`src/rtl/core/tw_spi_pkg.sv`:
```
// shared types, codes and defaults for the three-wire spi register master
package tw_spi_pkg;

    localparam int DEF_DATA_BITS       = 16;
    localparam int DEF_HEADER_BITS     = 9;
    localparam int DEF_TURNAROUND_BITS = 2;
    localparam int DEF_TRAILING_BITS   = 2;

    localparam int ADDR_W      = 7;
    localparam int WORD_W      = 16;
    localparam int S_TDATA_W   = 32;
    localparam int M_TDATA_W   = 24;

    localparam logic REQ_TICK  = 1'b0;
    localparam logic REQ_START = 1'b1;

    localparam logic [1:0] PH_HEADER = 2'd0;
    localparam logic [1:0] PH_TURN   = 2'd1;
    localparam logic [1:0] PH_DATA   = 2'd2;
    localparam logic [1:0] PH_TRAIL  = 2'd3;

    typedef struct packed {
        logic              kind;
        logic              is_read;
        logic [ADDR_W-1:0] addr;
        logic [WORD_W-1:0] wdata;
        logic              sample;
        logic [1:0]        phase;
        logic              cap_en;
        logic              last;
    } t_cmd;

endpackage

```
`src/rtl/core/three_wire_spi_register_master.sv`:
```
// top level of the three-wire spi register master
//
// usage: requests arrive on the s_axis channel. tuser selects the kind:
// a start request latches direction, 7-bit address and write word; a tick
// request stands for one serial clock period and carries the line level
// sampled in the previous period. every tick of a running frame gives one
// pin result on m_axis (select_n, line_out, line_drive, read_word, tlast).
// ticks while idle and starts while a frame runs give no result.
// a frame is header periods, turnaround periods on reads, data periods,
// then trailing periods with select high; tlast marks the final period
// and its read_word holds the sampled data word.
// throughput: one request per cycle while the queue has room; the front
// end counts periods in one step and the back end shifts once per tick.
// a tick's result passes a queue entry, then the output register, on its
// way to m_axis.
// reset: synchronous, active low; ends any frame and empties the queue.
// stall: while m_axis is held off, up to two requests wait in the queue
// and the result register holds; s_axis tready falls once the queue fills.
module three_wire_spi_register_master #(
    parameter int DATA_BITS       = tw_spi_pkg::DEF_DATA_BITS,
    parameter int HEADER_BITS     = tw_spi_pkg::DEF_HEADER_BITS,
    parameter int TURNAROUND_BITS = tw_spi_pkg::DEF_TURNAROUND_BITS,
    parameter int TRAILING_BITS   = tw_spi_pkg::DEF_TRAILING_BITS
) (
    input  logic                             i_clk,
    input  logic                             i_rst_n,
    input  logic                             s_axis_tvalid,
    output logic                             s_axis_tready,
    // is_read, reg_address[6:0], write_data[15:0], line_sample, zero fill
    input  logic [tw_spi_pkg::S_TDATA_W-1:0] s_axis_tdata,
    // req_type
    input  logic                             s_axis_tuser,
    output logic                             m_axis_tvalid,
    input  logic                             m_axis_tready,
    // select_n, line_out, line_drive, read_word[15:0], zero fill
    output logic [tw_spi_pkg::M_TDATA_W-1:0] m_axis_tdata,
    output logic                             m_axis_tlast
);
    import tw_spi_pkg::*;

    logic              push;
    logic              full;
    logic              q_valid;
    logic              pop;
    t_cmd              push_cmd;
    t_cmd              pop_cmd;
    logic              sel_n;
    logic              line_out;
    logic              line_drive;
    logic [WORD_W-1:0] read_word;

    tw_spi_front #(
        .DATA_BITS       (DATA_BITS),
        .HEADER_BITS     (HEADER_BITS),
        .TURNAROUND_BITS (TURNAROUND_BITS),
        .TRAILING_BITS   (TRAILING_BITS)
    ) u_front (
        .i_clk         (i_clk),
        .i_rst_n       (i_rst_n),
        .i_valid       (s_axis_tvalid),
        .o_ready       (s_axis_tready),
        .i_req_type    (s_axis_tuser),
        .i_is_read     (s_axis_tdata[0]),
        .i_reg_address (s_axis_tdata[7:1]),
        .i_write_data  (s_axis_tdata[23:8]),
        .i_line_sample (s_axis_tdata[24]),
        .i_full        (full),
        .o_push        (push),
        .o_cmd         (push_cmd)
    );

    tw_spi_cmd_fifo u_fifo (
        .i_clk   (i_clk),
        .i_rst_n (i_rst_n),
        .i_push  (push),
        .i_cmd   (push_cmd),
        .o_full  (full),
        .o_valid (q_valid),
        .i_pop   (pop),
        .o_cmd   (pop_cmd)
    );

    tw_spi_back #(
        .DATA_BITS     (DATA_BITS),
        .HEADER_BITS   (HEADER_BITS),
        .TRAILING_BITS (TRAILING_BITS)
    ) u_back (
        .i_clk        (i_clk),
        .i_rst_n      (i_rst_n),
        .i_valid      (q_valid),
        .o_pop        (pop),
        .i_cmd        (pop_cmd),
        .o_valid      (m_axis_tvalid),
        .i_ready      (m_axis_tready),
        .o_select_n   (sel_n),
        .o_line_out   (line_out),
        .o_line_drive (line_drive),
        .o_read_word  (read_word),
        .o_last       (m_axis_tlast)
    );

    assign m_axis_tdata = {5'd0, read_word, line_drive, line_out, sel_n};

    // a released line carries no bit
    a_released_low : assert property (@(posedge i_clk) disable iff (!i_rst_n)
        (m_axis_tvalid && !m_axis_tdata[2]) |-> !m_axis_tdata[1])
        else $error("line_out high while line released");

    // read word only on the final period
    a_word_on_last : assert property (@(posedge i_clk) disable iff (!i_rst_n)
        (m_axis_tvalid && !m_axis_tlast) |-> (m_axis_tdata[18:3] == '0))
        else $error("read word outside last period");

    // with trailing periods, the final period lies in the trailing part, select deasserted
    a_last_deselected : assert property (@(posedge i_clk) disable iff (!i_rst_n)
        (m_axis_tvalid && m_axis_tlast && (TRAILING_BITS > 0)) |-> m_axis_tdata[0])
        else $error("select asserted on final period");

    // the queue never takes a push past its depth
    a_queue_flow : assert property (@(posedge i_clk) disable iff (!i_rst_n)
        (full && !pop) |=> !push)
        else $error("request pushed into full queue");

endmodule

```
`src/rtl/core/tw_spi_front.sv`:
```
// front end: accepts requests, tracks the frame position and issues commands
module tw_spi_front #(
    parameter int DATA_BITS       = 16,
    parameter int HEADER_BITS     = 9,
    parameter int TURNAROUND_BITS = 2,
    parameter int TRAILING_BITS   = 2
) (
    input  logic                                 i_clk,
    input  logic                                 i_rst_n,
    input  logic                                 i_valid,
    output logic                                 o_ready,
    input  logic                                 i_req_type,
    input  logic                                 i_is_read,
    input  logic [tw_spi_pkg::ADDR_W-1:0]        i_reg_address,
    input  logic [tw_spi_pkg::WORD_W-1:0]        i_write_data,
    input  logic                                 i_line_sample,
    input  logic                                 i_full,
    output logic                                 o_push,
    output tw_spi_pkg::t_cmd                     o_cmd
);
    import tw_spi_pkg::*;

    localparam int TOTAL_MAX = HEADER_BITS + TURNAROUND_BITS + DATA_BITS + TRAILING_BITS;
    localparam int CW        = $clog2(TOTAL_MAX + 1);

    localparam logic [CW-1:0] HB    = CW'(HEADER_BITS);
    localparam logic [CW-1:0] D0_W  = CW'(HEADER_BITS);
    localparam logic [CW-1:0] D0_R  = CW'(HEADER_BITS + TURNAROUND_BITS);
    localparam logic [CW-1:0] D1_W  = CW'(HEADER_BITS + DATA_BITS);
    localparam logic [CW-1:0] D1_R  = CW'(HEADER_BITS + TURNAROUND_BITS + DATA_BITS);
    localparam logic [CW-1:0] END_W = CW'(HEADER_BITS + DATA_BITS + TRAILING_BITS - 1);
    localparam logic [CW-1:0] END_R = CW'(TOTAL_MAX - 1);

    logic          r_busy;
    logic          r_read;
    logic [CW-1:0] r_count;

    logic          accept;
    logic          is_start;
    logic [CW-1:0] d0;
    logic [CW-1:0] d1;
    logic [CW-1:0] last_p;
    logic          at_end;
    logic [1:0]    phase;

    assign o_ready  = !i_full;
    assign accept   = i_valid && !i_full;
    assign is_start = (i_req_type == REQ_START);

    assign d0     = r_read ? D0_R : D0_W;
    assign d1     = r_read ? D1_R : D1_W;
    assign last_p = r_read ? END_R : END_W;
    assign at_end = (r_count == last_p);

    always_comb begin
        priority if (r_count < HB) begin
            phase = PH_HEADER;
        end else if (r_count < d0) begin
            phase = PH_TURN;
        end else if (r_count < d1) begin
            phase = PH_DATA;
        end else begin
            phase = PH_TRAIL;
        end
    end

    assign o_push = accept && (is_start ? !r_busy : r_busy);

    always_comb begin
        o_cmd.kind    = is_start ? REQ_START : REQ_TICK;
        o_cmd.is_read = i_is_read;
        o_cmd.addr    = i_reg_address;
        o_cmd.wdata   = i_write_data;
        o_cmd.sample  = i_line_sample;
        o_cmd.phase   = phase;
        o_cmd.cap_en  = (r_count > d0) && (r_count <= d1);
        o_cmd.last    = at_end;
    end

    always_ff @(posedge i_clk) begin
        if (!i_rst_n) begin
            r_busy  <= 1'b0;
            r_read  <= 1'b0;
            r_count <= '0;
        end else if (o_push) begin
            if (is_start) begin
                r_busy  <= 1'b1;
                r_read  <= i_is_read;
                r_count <= '0;
            end else if (at_end) begin
                r_busy  <= 1'b0;
                r_count <= '0;
            end else begin
                r_count <= r_count + 1'b1;
            end
        end
    end

endmodule

```
`src/rtl/core/tw_spi_cmd_fifo.sv`:
```
// two-entry command queue between front and back end
module tw_spi_cmd_fifo (
    input  logic             i_clk,
    input  logic             i_rst_n,
    input  logic             i_push,
    input  tw_spi_pkg::t_cmd i_cmd,
    output logic             o_full,
    output logic             o_valid,
    input  logic             i_pop,
    output tw_spi_pkg::t_cmd o_cmd
);
    import tw_spi_pkg::*;

    t_cmd       r_mem [2];
    logic       r_wr_ptr;
    logic       r_rd_ptr;
    logic [1:0] r_count;

    assign o_full  = (r_count == 2'd2);
    assign o_valid = (r_count != 2'd0);
    assign o_cmd   = r_mem[r_rd_ptr];

    always_ff @(posedge i_clk) begin
        if (i_push) begin
            r_mem[r_wr_ptr] <= i_cmd;
        end
    end

    always_ff @(posedge i_clk) begin
        if (!i_rst_n) begin
            r_wr_ptr <= 1'b0;
            r_rd_ptr <= 1'b0;
            r_count  <= 2'd0;
        end else begin
            if (i_push) begin
                r_wr_ptr <= !r_wr_ptr;
            end
            if (i_pop) begin
                r_rd_ptr <= !r_rd_ptr;
            end
            unique case ({i_push, i_pop})
                2'b10:   r_count <= r_count + 2'd1;
                2'b01:   r_count <= r_count - 2'd1;
                default: r_count <= r_count;
            endcase
        end
    end

endmodule

```
`src/rtl/core/tw_spi_back.sv`:
```
// back end: shift registers, capture and the registered pin result
module tw_spi_back #(
    parameter int DATA_BITS     = 16,
    parameter int HEADER_BITS   = 9,
    parameter int TRAILING_BITS = 2
) (
    input  logic                                 i_clk,
    input  logic                                 i_rst_n,
    input  logic                                 i_valid,
    output logic                                 o_pop,
    input  tw_spi_pkg::t_cmd                     i_cmd,
    output logic                                 o_valid,
    input  logic                                 i_ready,
    output logic                                 o_select_n,
    output logic                                 o_line_out,
    output logic                                 o_line_drive,
    output logic [tw_spi_pkg::WORD_W-1:0]        o_read_word,
    output logic                                 o_last
);
    import tw_spi_pkg::*;

    logic [HEADER_BITS-1:0] r_header;
    logic [DATA_BITS-1:0]   r_data;
    logic [DATA_BITS-1:0]   r_capture;
    logic                   r_read;

    logic                   r_out_valid;
    logic                   r_sel;
    logic                   r_lo;
    logic                   r_drv;
    logic [WORD_W-1:0]      r_word;
    logic                   r_last;

    logic                   is_load;
    logic                   out_free;
    logic                   do_tick;
    logic                   do_load;
    logic [DATA_BITS-1:0]   n_capture;
    logic [DATA_BITS-1:0]   word;
    logic [31:0]            word_ext;
    logic                   n_sel;
    logic                   n_lo;
    logic                   n_drv;

    assign is_load  = (i_cmd.kind == REQ_START);
    assign out_free = !r_out_valid || i_ready;
    assign o_pop    = i_valid && (is_load || out_free);
    assign do_load  = o_pop && is_load;
    assign do_tick  = o_pop && !is_load;

    assign n_capture = i_cmd.cap_en ? {r_capture[DATA_BITS-2:0], i_cmd.sample} : r_capture;
    assign word      = (TRAILING_BITS == 0) ? {n_capture[DATA_BITS-2:0], 1'b0} : n_capture;
    assign word_ext  = 32'(word);

    always_comb begin
        n_sel = 1'b0;
        n_lo  = 1'b0;
        n_drv = 1'b0;
        unique case (i_cmd.phase)
            PH_HEADER: begin
                n_lo  = r_header[HEADER_BITS-1];
                n_drv = 1'b1;
            end
            PH_TURN: begin
                n_drv = 1'b0;
            end
            PH_DATA: begin
                n_lo  = !r_read && r_data[DATA_BITS-1];
                n_drv = !r_read;
            end
            PH_TRAIL: begin
                n_sel = 1'b1;
            end
            default: begin
                n_sel = 1'b0;
            end
        endcase
    end

    always_ff @(posedge i_clk) begin
        if (do_load) begin
            r_header  <= HEADER_BITS'({8'd0, i_cmd.is_read, i_cmd.addr});
            r_data    <= DATA_BITS'(i_cmd.wdata);
            r_capture <= '0;
            r_read    <= i_cmd.is_read;
        end else if (do_tick) begin
            r_capture <= n_capture;
            if (i_cmd.phase == PH_HEADER) begin
                r_header <= r_header << 1;
            end
            if (i_cmd.phase == PH_DATA) begin
                r_data <= r_data << 1;
            end
        end
    end

    always_ff @(posedge i_clk) begin
        if (do_tick) begin
            r_sel  <= n_sel;
            r_lo   <= n_lo;
            r_drv  <= n_drv;
            r_word <= i_cmd.last ? word_ext[WORD_W-1:0] : '0;
            r_last <= i_cmd.last;
        end
    end

    always_ff @(posedge i_clk) begin
        if (!i_rst_n) begin
            r_out_valid <= 1'b0;
        end else if (do_tick) begin
            r_out_valid <= 1'b1;
        end else if (i_ready) begin
            r_out_valid <= 1'b0;
        end
    end

    assign o_valid      = r_out_valid;
    assign o_select_n   = r_sel;
    assign o_line_out   = r_lo;
    assign o_line_drive = r_drv;
    assign o_read_word  = r_word;
    assign o_last       = r_last;

endmodule

```
`config.mk`:
```
export PLATFORM = sky130hd
export DESIGN_NAME = three_wire_spi_register_master
export DESIGN_NICKNAME = d
export VERILOG_FILES = /design/src/rtl/core/tw_spi_pkg.sv /design/src/rtl/core/three_wire_spi_register_master.sv /design/src/rtl/core/tw_spi_front.sv /design/src/rtl/core/tw_spi_cmd_fifo.sv /design/src/rtl/core/tw_spi_back.sv
export SDC_FILE = /design/constraint.sdc
export NUM_CORES = 1
export LEC_CHECK = 0
export BUFFER_PORTS_ARGS = -buffer_cell sky130_fd_sc_hd__buf_2
export CORE_UTILIZATION = 30
export CTS_CLUSTER_DIAMETER = 100
export DETAILED_ROUTE_END_ITERATION = 8
export PLACE_DENSITY = 0.46
export SLEW_MARGIN = 20
export SYNTH_ARGS = -nofsm -noshare
export SYNTH_HDL_FRONTEND = slang
export SYNTH_HIERARCHICAL = 1
export SYNTH_SLANG_ARGS = --single-unit
```
`constraint.sdc`:
```
create_clock -name i_clk -period 6.45 [get_ports i_clk]
set_input_delay 0.645 -clock i_clk [delete_from_list [all_inputs] [get_ports i_clk]]
set_output_delay 0.645 -clock i_clk [all_outputs]
set_load 0.02 [all_outputs]
```
# Word-level counts from Yosys, hierarchy flattened
# Memory sizes are Yosys's and may differ from the RTL's. A register that Yosys moved wholly into a read port is not among the register bits.
# Cells that the tools add are included.
# word_totals
reg_bits	74
ram_bits	60
in_bits	37
n_memories	1
# classes
n_addsub	3
order_cmp	5
eq_ne	6
muxes	29
n_reduce_logical	29
# mem_list
memory	depth	word_bits	read_ports	rd_clocked_by_memory_dff	wr	line	source
u_fifo.r_mem	2	30	1	1	1	tw_spi_cmd_fifo.sv:14	t_cmd r_mem [2];
# ops
operator	n
two-way mux 16 bit	4
two-way mux 8 bit	3
nonzero test 2 bit	7
two-way mux 1 bit	12
< comparator 5 bit	2
two-way mux 5 bit	2
AND reduction 2 bit	5
equality test 2 bit (second input constant)	4
two-way mux 2 bit	4
logical AND 1 bit	7
logical NOT 1 bit	7
adder 5 x 1 -> 5 bit (second input constant)	1
equality test 5 bit	1
> comparator 5 bit	1
less-or-equal comparator 5 bit	1
< comparator 5 x 4 -> 1 bit (second input constant)	1
case mux 1 bit (2 select lines)	2
case mux 2 bit (2 select lines)	1
two-way mux 3 bit	1
adder 2 x 1 -> 2 bit (second input constant)	1
equality test 2 x 1 -> 1 bit (second input constant)	1
logical NOT 2 bit	1
logical OR 1 bit	2
subtractor 2 x 1 -> 2 bit (second input constant)	1

# Depth between registers and ports, before layout
# logic_depth
word_depth	7
mapped_depth	9
depth_no_buf	8

# By module
# Netlist, hierarchy kept.
# modules_own_cells
mod	instances	cells_each	area_each_um2
tw_spi_back	1	179	2672.6
tw_spi_cmd_fifo	1	115	2373.5
tw_spi_front	1	81	706.9
three_wire_spi_register_master	1	9	63.8

# Worst setup path after synthesis
# Ideal clock, no wire load.
# synth_timing
path_type	in2reg
startpoint	in s_axis_tuser
endpoint	mem u_fifo/r_mem[0][0] (netlist bit) (enable)
setup_ns	0.418
arrival_ns	2.640
required_ns	6.032
slack_ns	3.391
stages	5
path_buffers	1
cell_sequence	xnor2_1 > buf_6 > nor2_1 > inv_1 > nor2_1
# synth_between
elab_chain_cells	4
# synth_rtl
item	line	source
start: declaration	three_wire_spi_register_master.sv:32	input logic s_axis_tuser,
two-way mux 1 bit	tw_spi_front.sv:67	assign o_push = accept && (is_start ? !r_busy : r_busy);
logical AND 1 bit	tw_spi_front.sv:67	
net push	three_wire_spi_register_master.sv:41	logic push;
two-way mux 1 bit	tw_spi_cmd_fifo.sv:24	if (i_push) begin
two-way mux 1 bit (implied by the code)	tw_spi_cmd_fifo.sv:25	r_mem[r_wr_ptr] <= i_cmd;
end: declaration	tw_spi_cmd_fifo.sv:14	
# The timed path passes the listed nets, and every way through them passes these cells.

# Worst setup path after layout
# layout_timing
startpoint	reg u_fifo.r_count[0]
endpoint	reg u_back.r_data[15] (data pin)
# layout_between
elab_chain_cells	4
# layout_rtl
item	line	source
start: declaration	tw_spi_cmd_fifo.sv:17	logic [1:0] r_count;
start signal: assignment	tw_spi_cmd_fifo.sv:42	2'b10: r_count <= r_count + 2'd1;
start signal: assignment	tw_spi_cmd_fifo.sv:43	2'b01: r_count <= r_count - 2'd1;
start signal: assignment	tw_spi_cmd_fifo.sv:44	default: r_count <= r_count;
nonzero test 2 bit	tw_spi_cmd_fifo.sv:20	assign o_valid = (r_count != 2'd0);
net q_valid	three_wire_spi_register_master.sv:43	logic q_valid;
logical AND 1 bit	tw_spi_back.sv:47	assign o_pop = i_valid && (is_load || out_free);
logical AND 1 bit	tw_spi_back.sv:48	assign do_load = o_pop && is_load;
two-way mux 16 bit	tw_spi_back.sv:81	if (do_load) begin
end signal: assignment	tw_spi_back.sv:83	r_data <= DATA_BITS'(i_cmd.wdata);
end signal: assignment	tw_spi_back.sv:92	r_data <= r_data << 1;
end: declaration	tw_spi_back.sv:23	logic [DATA_BITS-1:0] r_data;
# The timed path passes the listed nets, and every way through them passes these cells.
# A chain may end at the register's enable or synchronous reset.

==> results.sh <==
export IMPL_power_switching_uw=844
export IMPL_antenna_left=0
export IMPL_final_min_clock_period_ps=2650
export IMPL_synth_top_area_share_pct=54.2
export IMPL_rsz0062_at_grt="no"
export IMPL_grt_pass1_wl_mm=16.4
export IMPL_drv_slew=0
export IMPL_worst_endpoint_arrival_ps=2800
export IMPL_hold_depth=1
export IMPL_fmax_ghz=0.378
export IMPL_status="finished, final reports clean"
export IMPL_top_level_ports=64
export IMPL_power_uw=3030
export IMPL_n_antenna_cell=0
export IMPL_avgSynthCellArea_sq_um=15.1
export IMPL_start_kind="flip-flop"
export IMPL_layout_drive_gt1_share_pct=34.5
export IMPL_place_gp_congestion=0.684
export IMPL_ys_flop_type="edfxtp_1"
export IMPL_switching_share_pct=27.8
export IMPL_synth_top_area_cell="edfxtp_1"
export IMPL_synth_edff_count=105
export IMPL_r2r_slack_ps=3800
export IMPL_p_leak_uw=0.00241
export IMPL_htree_levels=4
export IMPL_hp_start="s_axis_tdata[20]"
export IMPL_regToRegEndpoint="u_back/r_data[15]"
export IMPL_first_global_vias=3136
export IMPL_io_buffers=51
export IMPL_drt_wirelength_per_cell_um=14.6
export IMPL_slew_headroom_pct=37.2
export IMPL_synth_area_sq_um=5820
export IMPL_pwr_share_seq_pct=42.8
export IMPL_cts_clk_slew_worst_paths_ps=60
export IMPL_powerDensity_nw_per_um2=453
export IMPL_endpoint_kind="flip-flop"
export IMPL_r2r_start="u_fifo/r_count[0]"
export IMPL_antenna_found_initial=0
export IMPL_finalHoldViolations=0
export IMPL_grt_overflow_total=0
export IMPL_comb_power_share_pct=24.4
export IMPL_dr_pass1_iters=4
export IMPL_cp_max_fo=23
export IMPL_ys_seq_area_share_pct=64.5
export IMPL_final_cell_mix="105 x edfxtp_1, 52 x mux2_2, 51 x buf_2"
export IMPL_clock_sinks=135
export IMPL_cts_setup_buffers=0
export IMPL_cts_root_buf="clkbuf_16"
export IMPL_post_dp_hpwl_mm=6.19
export IMPL_core_sq_um=18800
export IMPL_required_ps=6610
export IMPL_cts_hold_buf=0
export IMPL_grt_max_degree=32
export IMPL_drt_iter0_drc=183
export IMPL_p_int_uw=2190
export IMPL_fin_nets=450
export IMPL_yosysWarnings=6
export IMPL_ir_worst_vdd_mv=0.235
export IMPL_max_cap_violations=0
export IMPL_clkLatencyLatePin_ps=410
export IMPL_via_count=2982
export IMPL_clockBufferDepth=2
export IMPL_row_count=50
export IMPL_area_growth_pct=14.9
export IMPL_skew_ps=4.83
export IMPL_grt_use_total_pct=11.0
export IMPL_die_w_um=141
export IMPL_fillerInstances=1793
export IMPL_p_clk_share_pct=32.8
export IMPL_hold_end="u_fifo/r_mem[1][17]"
export IMPL_worst_slew_pin_transition_ps=941
export IMPL_setup_violations=0
export IMPL_synth_cells=384
export IMPL_synth_async_reset_ratio_pct=0
export IMPL_cts_tree="yes"
export IMPL_fp_dieH_um=141
export IMPL_finalCritPeriodShare_pct=41.0
export IMPL_drc=0
export IMPL_final_common_cell="edfxtp_1"
export IMPL_reg2reg_depth=4
export IMPL_via_per_inst=4.37
export IMPL_design_die_area_sq_um=20000
export IMPL_postCtsResizedCells=0
export IMPL_crit_type="reg2reg"
export IMPL_synth_area_top_cells="edfxtp_1 54%, dfxtp_1 10%, mux2_2 10%"
export IMPL_start_util_pct=30.9
export IMPL_synth_cell_type_count=48
export IMPL_numCtsBuffers=17
export IMPL_final_setup_tns_ps=0
export IMPL_wl_mm=9.97
export IMPL_min_path_type="in2reg"
export IMPL_ys_seq_elements=135
==> worst max-delay path: stages, from the launching register on <==
cell	delay, ps
dfxtp_1	390
or2_2	270
nand2_1	430
inv_1	870
mux2_2	430
==> power by group through the flow <==
stage               combinational, uW  sequential [uW]  clock [uW]
floorplan                         569             1330           0
global placement                  740             1310           0
detailed placement                752             1320           0
CTS                               756             1300        1030
global route                      818             1320        1060
finish                            738             1300         994
==> cells by family (layout without fill, tap and decap cells) <==
kind of cell | after synthesis | count (layout) | share of synthesized area, %
AOI/OAI and AO/OA | 41 | 41 | 6.17
other | 1 | 5 | 0.0645
and+or+nand+nor | 61 | 61 | 6.71
xor gates and xnor gates | 6 | 6 | 0.903
buffers and inverters | 63 | 98 | 7.12
muxes | 74 | 74 | 13.9
DFF | 135 | 135 | 64.5
adders and majority gates | 3 | 3 | 0.645
==> cell type report <==
cell class	instances	area [sq um]	area share [%]
Sequential cell	135	3750	56.1
Multi-Input combinational cell	190	1670	24.9
Clock buffer	19	433	6.48
Tap cell	260	325	4.87
Timing Repair Buffer	55	285	4.27
Clock inverter	13	180	2.70
Inverter	11	41.3	0.618
==> registers in the layout (all words and copies together), names as in the netlist, 2 cells and up, named ones only <==
signal	cells
u_back/r_capture	16
u_back/r_header	9
u_fifo/r_mem	60
u_back/r_data	16
u_front/r_count	5
u_back/o_read_word	16
u_fifo/r_count	2
==> synthesized netlist by cell type, types with 4 or more instances <==
cell type,n
xnor2_1,4
inv_1,11
a221oi_1,4
o21ai_0,4
nand2_1,8
nor2_1,6
buf_4,35
buf_2,10
edfxtp_1,105
nor2b_1,18
dfxtp_1,30
mux2i_1,22
o21a_1,5
o221a_1,11
and2_1,5
mux2_2,52
==> per-stage QoR <==
stage | cells | hold WS, ps | area (sq um) | worst slack, ps | util, %
after detailed placement | 651 | 483 | 6070 | 3520 | 32.2
after global routing | 683 | 394 | 6690 | 3600 | 35.5
after global placement | 651 | 471 | 6070 | 3600 | 32.2
after CTS | 683 | 395 | 6690 | 3740 | 35.5
final | 683 | 418 | 6690 | 3800 | 35.5
after floorplan | 388 | 454 | 5830 | 3390 | -
==> how the worst max path moves through the flow <==
| stage | end | slack (ps) | depth (start not counted) | startpoint |
|---|---|---|---|---|
| floorplan | u_fifo/r_mem[0][0] | 3390 | 5 | s_axis_tuser |
| global placement | u_fifo/r_mem[1][4] | 3600 | 5 | s_axis_tuser |
| detailed placement | u_fifo/r_mem[1][4] | 3520 | 5 | s_axis_tuser |
| CTS | u_back/r_data[15] | 3740 | 4 | u_fifo/r_count[0] |
| global route | u_back/r_data[15] | 3600 | 4 | u_fifo/r_count[0] |
| finish | u_back/r_data[15] | 3800 | 4 | u_fifo/r_count[0] |
==> routing by layer <==
metal / up-vias / wire (um) / GRT usage, %
met5: - / 0 / 0
met4: 0 / 194 / 5.15
met3: 16 / 370 / 3.60
met2: 54 / 4490 / 16.8
met1: 1459 / 4910 / 14.1
li1: 1453 / - / -
Note: power is estimated with default switching activity, not from simulation.
